`src/rtl/mvrq_ram.sv`:
```
// Generic simple dual-port RAM with one write port and a registered read port.
module mvrq_ram #(
	parameter int WIDTH = 8,
	parameter int DEPTH = 16
) (
	input  logic                     clk,
	input  logic                     we,
	input  logic [$clog2(DEPTH)-1:0] waddr,
	input  logic [WIDTH-1:0]         wdata,
	input  logic [$clog2(DEPTH)-1:0] raddr,
	output logic [WIDTH-1:0]         rdata
);

	logic [WIDTH-1:0] mem [DEPTH];

	always_ff @(posedge clk) begin
		if (we) begin
			mem[waddr] <= wdata;
		end
		rdata <= mem[raddr];
	end

endmodule

```
`config.mk`:
```
export PLATFORM = sky130hd
export DESIGN_NAME = mvrq_ram
export DESIGN_NICKNAME = d
export VERILOG_FILES = /design/src/rtl/mvrq_ram.sv
export SDC_FILE = /design/constraint.sdc
export NUM_CORES = 1
export LEC_CHECK = 0
export ABC_AREA = 1
export BUFFER_PORTS_ARGS = -buffer_cell sky130_fd_sc_hd__buf_4
export CAP_MARGIN = 25
export CORE_MARGIN = 1.5
export CORE_UTILIZATION = 61
export DETAILED_ROUTE_END_ITERATION = 7
export GPL_TIMING_DRIVEN = 0
export PLACE_DENSITY = 0.79
export SKIP_CTS_REPAIR_TIMING = 1
export SLEW_MARGIN = 30
export SYNTH_ARGS = -nofsm -noshare
export SYNTH_HDL_FRONTEND = slang
export SYNTH_SLANG_ARGS = --single-unit
export TNS_END_PERCENT = 50
```
`constraint.sdc`:
```
create_clock -name clk -period 1.6 [get_ports clk]
set_input_delay 0.32 -clock clk [delete_from_list [all_inputs] [get_ports clk]]
set_output_delay 0.32 -clock clk [all_outputs]
set_load 0.02 [all_outputs]
```
==> Word level (Yosys, flattened, before mapping) <==
Memory sizes are Yosys's and may differ from the RTL's. A register that Yosys moved wholly into a read port is not among the register bits.
Cells that the tools add are included.
{ "totals": {"reg_bits": 0, "ram_bits": 128, "output_inout_bits": 8, "word_cells": 3, "n_memories": 1} }
{ "classes": {"n_mux": 2} }
{ "memory_table": {"columns": ["memory", "words", "word_bits", "read_ports", "rd_clocked_by_memory_dff", "write_ports", "line_no", "source"], "rows": [
  ["mem", 16, 8, 1, 1, 1, "14", "logic [WIDTH-1:0] mem [DEPTH];"]
]} }
{ "ops": {"columns": ["op", "n"], "rows": [
  ["two-way mux 1 bit", 2]
]} }

==> Longest topological paths before layout <==
{ "depth": {"ltp_word": 2, "ltp_mapped": 8} }

==> Worst setup path after synthesis <==
OpenSTA, ideal clock, no wires.
{ "synth_timing": {"path_type": "input to register", "startpoint": "in waddr[2]", "endpoint": "mem mem[10][0], enable pin", "arrival_time_ns": 0.901, "setup_slack_ns": 0.329, "stages": 2, "cell_sequence": "nand3b_1 > nor2_1"} }
{ "synth_lines": {"columns": ["element", "line_no", "source"], "rows": [
  ["start, declared", "8", "input logic [$clog2(DEPTH)-1:0] waddr,"],
  ["end, declared", "14", null]
]} }
Straight into the memory's write port.

==> Worst setup path in the final report <==
{ "layout_timing": {"startpoint": "reg rdata[1], read port of mem", "endpoint": "out rdata[1]"} }
{ "layout_lines": {"columns": ["element", "line_no", "source"], "rows": [
  ["start, declared", "11", "output logic [WIDTH-1:0] rdata"]
]} }
No word-level cell between the ends.

==> flow_metrics.py <==
metrics = {
    "timing": {
        "setup_ws_ps": 295,
        "finalCritPeriodShare": 0.816,
        "finalSetupViolCount": 0,
        "tightest_slew_ps": 991,
        "drv_slew": 0,
        "fin_setup_tns_ps": 0,
        "max_freq_ghz": 0.766,
        "final_hold_viol_count": 0,
        "rsz0062_at_grt": "false",
        "layout_min_cycle_time_ps": 1300,
        "finalClockSkew_ps": 4.93,
        "relSlewSlack": 0.337,
    },
    "layout": {
        "antennaDiodeCount": 0,
        "area_growth_pct": 14.9,
        "fin_area_sq_mm": 0.00663,
        "fin_nets": 610,
        "drive_gt1_frac": 0.127,
        "n_fill_cell": 611,
        "layoutNonFillerInstCount": 716,
    },
    "placement": {
        "dp_hpwl_mm": 8.52,
        "placedInstanceArea_sq_mm": 0.00607,
        "finalWeightedCongestion": 0.908,
        "place_ws_ps": -199,
        "place_inst": 684,
        "port_buffers": 22,
    },
    "synth": {
        "syn_nets": 569,
        "netlist_area_sq_mm": 0.00577,
        "synth_seq_cells": 136,
        "ys.warnings.count": 0,
        "synth.avg_cell_area_sq_um": 10.5,
        "ys_types": 12,
        "synth_cells": 551,
        "ys_seq_area_frac": 0.694,
    },
    "clock_network": {
        "cts_buffers": 17,
        "cts_tree": "done",
        "worstSkewPairLatency_ps": 530,
        "cts.sinks": 136,
        "cts.htree.levels": 4,
        "ctsLongestPathBuffers": 2,
        "cts.clk_slew.worst_paths_ps": 60,
        "root_buffer": "clkbuf_8",
    },
    "critical_path": {
        "crit_required_ps": 1280,
        "crit_path_start_kind": "flop",
        "path_delay_family": "flip-flops",
        "endpoint_kind": "output port",
        "cp_cell_sequence": "buf_4",
        "crit_slowest_cell": "dfxtp_1",
        "critical_path_class": "flop to output port",
        "slowest_delay_ps": 320,
        "crit_fanout": 1,
        "cp.buffers_inverters": 1,
        "cp_data_arrival_time_ps": 980,
    },
    "floorplan": {
        "io_pins": 26,
        "core_sq_mm": 0.00920,
        "die-width_microns": 100,
        "initial_core_util": 0.627,
        "std_cell_rows": 35,
        "die_h_microns": 100,
        "die-area_sq_mm": 0.0100,
    },
    "global_routing": {
        "grt_usage": 0.291,
        "overflow": 0,
        "grt_first_pass_wirelength_mm": 20.6,
        "antenna_found_initial": 0,
        "grt_max_degree": 17,
        "grt_pass1_vias": 3766,
    },
    "power": {
        "seq_power_share": 0.486,
        "pwr-share-comb": 0.068,
        "leakagePower_nw": 2.90,
        "power_density_mw_per_mm2": 1240,
        "p_clk_frac": 0.446,
        "switching_share": 0.241,
        "intPower_mw": 6.26,
        "ir_worst_vdd_v": 0.000851,
        "p_switching_mw": 1.99,
    },
    "drt": {
        "first_pass_iters": 6,
        "antenna_left": 0,
        "drt_iter0_drc": 405,
        "wl_per_cell_microns": 18.8,
        "drc": 0,
        "vias": 3951,
        "routed_wl_mm": 13.5,
        "viasPerCell": 5.52,
    },
    "outcome": {
        "status": "complete, no violations",
    },
    "job": {
        "maxCapViolCount": 0,
    },
    "worst_hold_path": {
        "hp-class": "primary input to flop",
    },
}
layer usage:
metal,up-vias,part of all wire,GRT usage
met3,28,0.083,0.0675
met2,223,0.47,0.446
met4,0,0.019,0.102
met1,1832,0.43,0.415
met5,-,0,0
li1,1868,-,-
layout by cell type (no fill, tap or decap), types with 3 or more instances in the layout:
cell type,count
clkinv_4,3
nand3_1,97
nand2_1,173
clkbuf_16,16
buf_4,26
buf_2,13
edfxtp_1,128
inv_1,100
buf_6,6
nor2_1,17
dfxtp_1,8
inv_6,6
power groups by stage:
stage | clock network (mW) | logic (mW) | registers, mW
6_report | 3.68 | 0.561 | 4.00
4_1_cts | 3.68 | 0.556 | 4.00
5_1_grt | 3.80 | 0.609 | 4.01
3_5_place_dp | 0 | 0.550 | 4.08
3_3_place_gp | 0 | 0.541 | 4.07
2_1_floorplan | 0 | 0.281 | 4.11
registers in the layout (all words and copies together), names as in the netlist:
| register | count |
|---|---|
| mem | 128 |
| rdata | 8 |
synth_stat cells:
library cell | instances | area (sq um)
inv_1 | 100 | 375
buf_4 | 4 | 30.0
dfxtp_1 | 8 | 160
edfxtp_1 | 128 | 3840
nand3b_1 | 2 | 15.0
nand3_1 | 97 | 485
inv_2 | 2 | 7.51
buf_2 | 13 | 65.1
buf_1 | 1 | 3.75
nor2_1 | 17 | 63.8
nand2_1 | 173 | 649
buf_6 | 6 | 67.6
kinds of logic (layout without fill, tap and decap cells):
kind of cell	count (synthesis)	count (layout)	synth area share
buffers and inverters	126	180	0.0952
flip-flops	136	136	0.694
AND/OR/NAND/NOR	289	289	0.210
layout make-up:
class,instances,area (sq um),area share
timing repair buffer,22,165,0.0249
inverter,102,383,0.0578
buffer,24,166,0.0251
sequential,136,4000,0.604
multi-input combinational,289,1210,0.183
clock inverter,14,139,0.0210
tap,111,139,0.0210
clock buffer,18,418,0.0631
through the flow:
step,power [mW],util,hold WS (ps)
floorplan,4.39,-,419
global placement,4.62,0.660,645
detailed placement,4.63,0.660,657
CTS,8.24,0.721,116
global route,8.42,0.721,131
finish,8.25,0.721,136
worst paths after layout:
kind,startpoint,to,slack (ps),cells after the start
worst max-delay path,rdata[1]$_DFF_P_,rdata[1],300,1
worst min-delay path,wdata[7],mem[11][7]$_DFFE_PP_,140,1
worst max register to register,mem[14][3]$_DFFE_PP_,rdata[3]$_DFF_P_,540,6
worst min register to register,mem[6][1]$_DFFE_PP_,rdata[1]$_DFF_P_,710,6
Power figures use the tool's default switching activity.
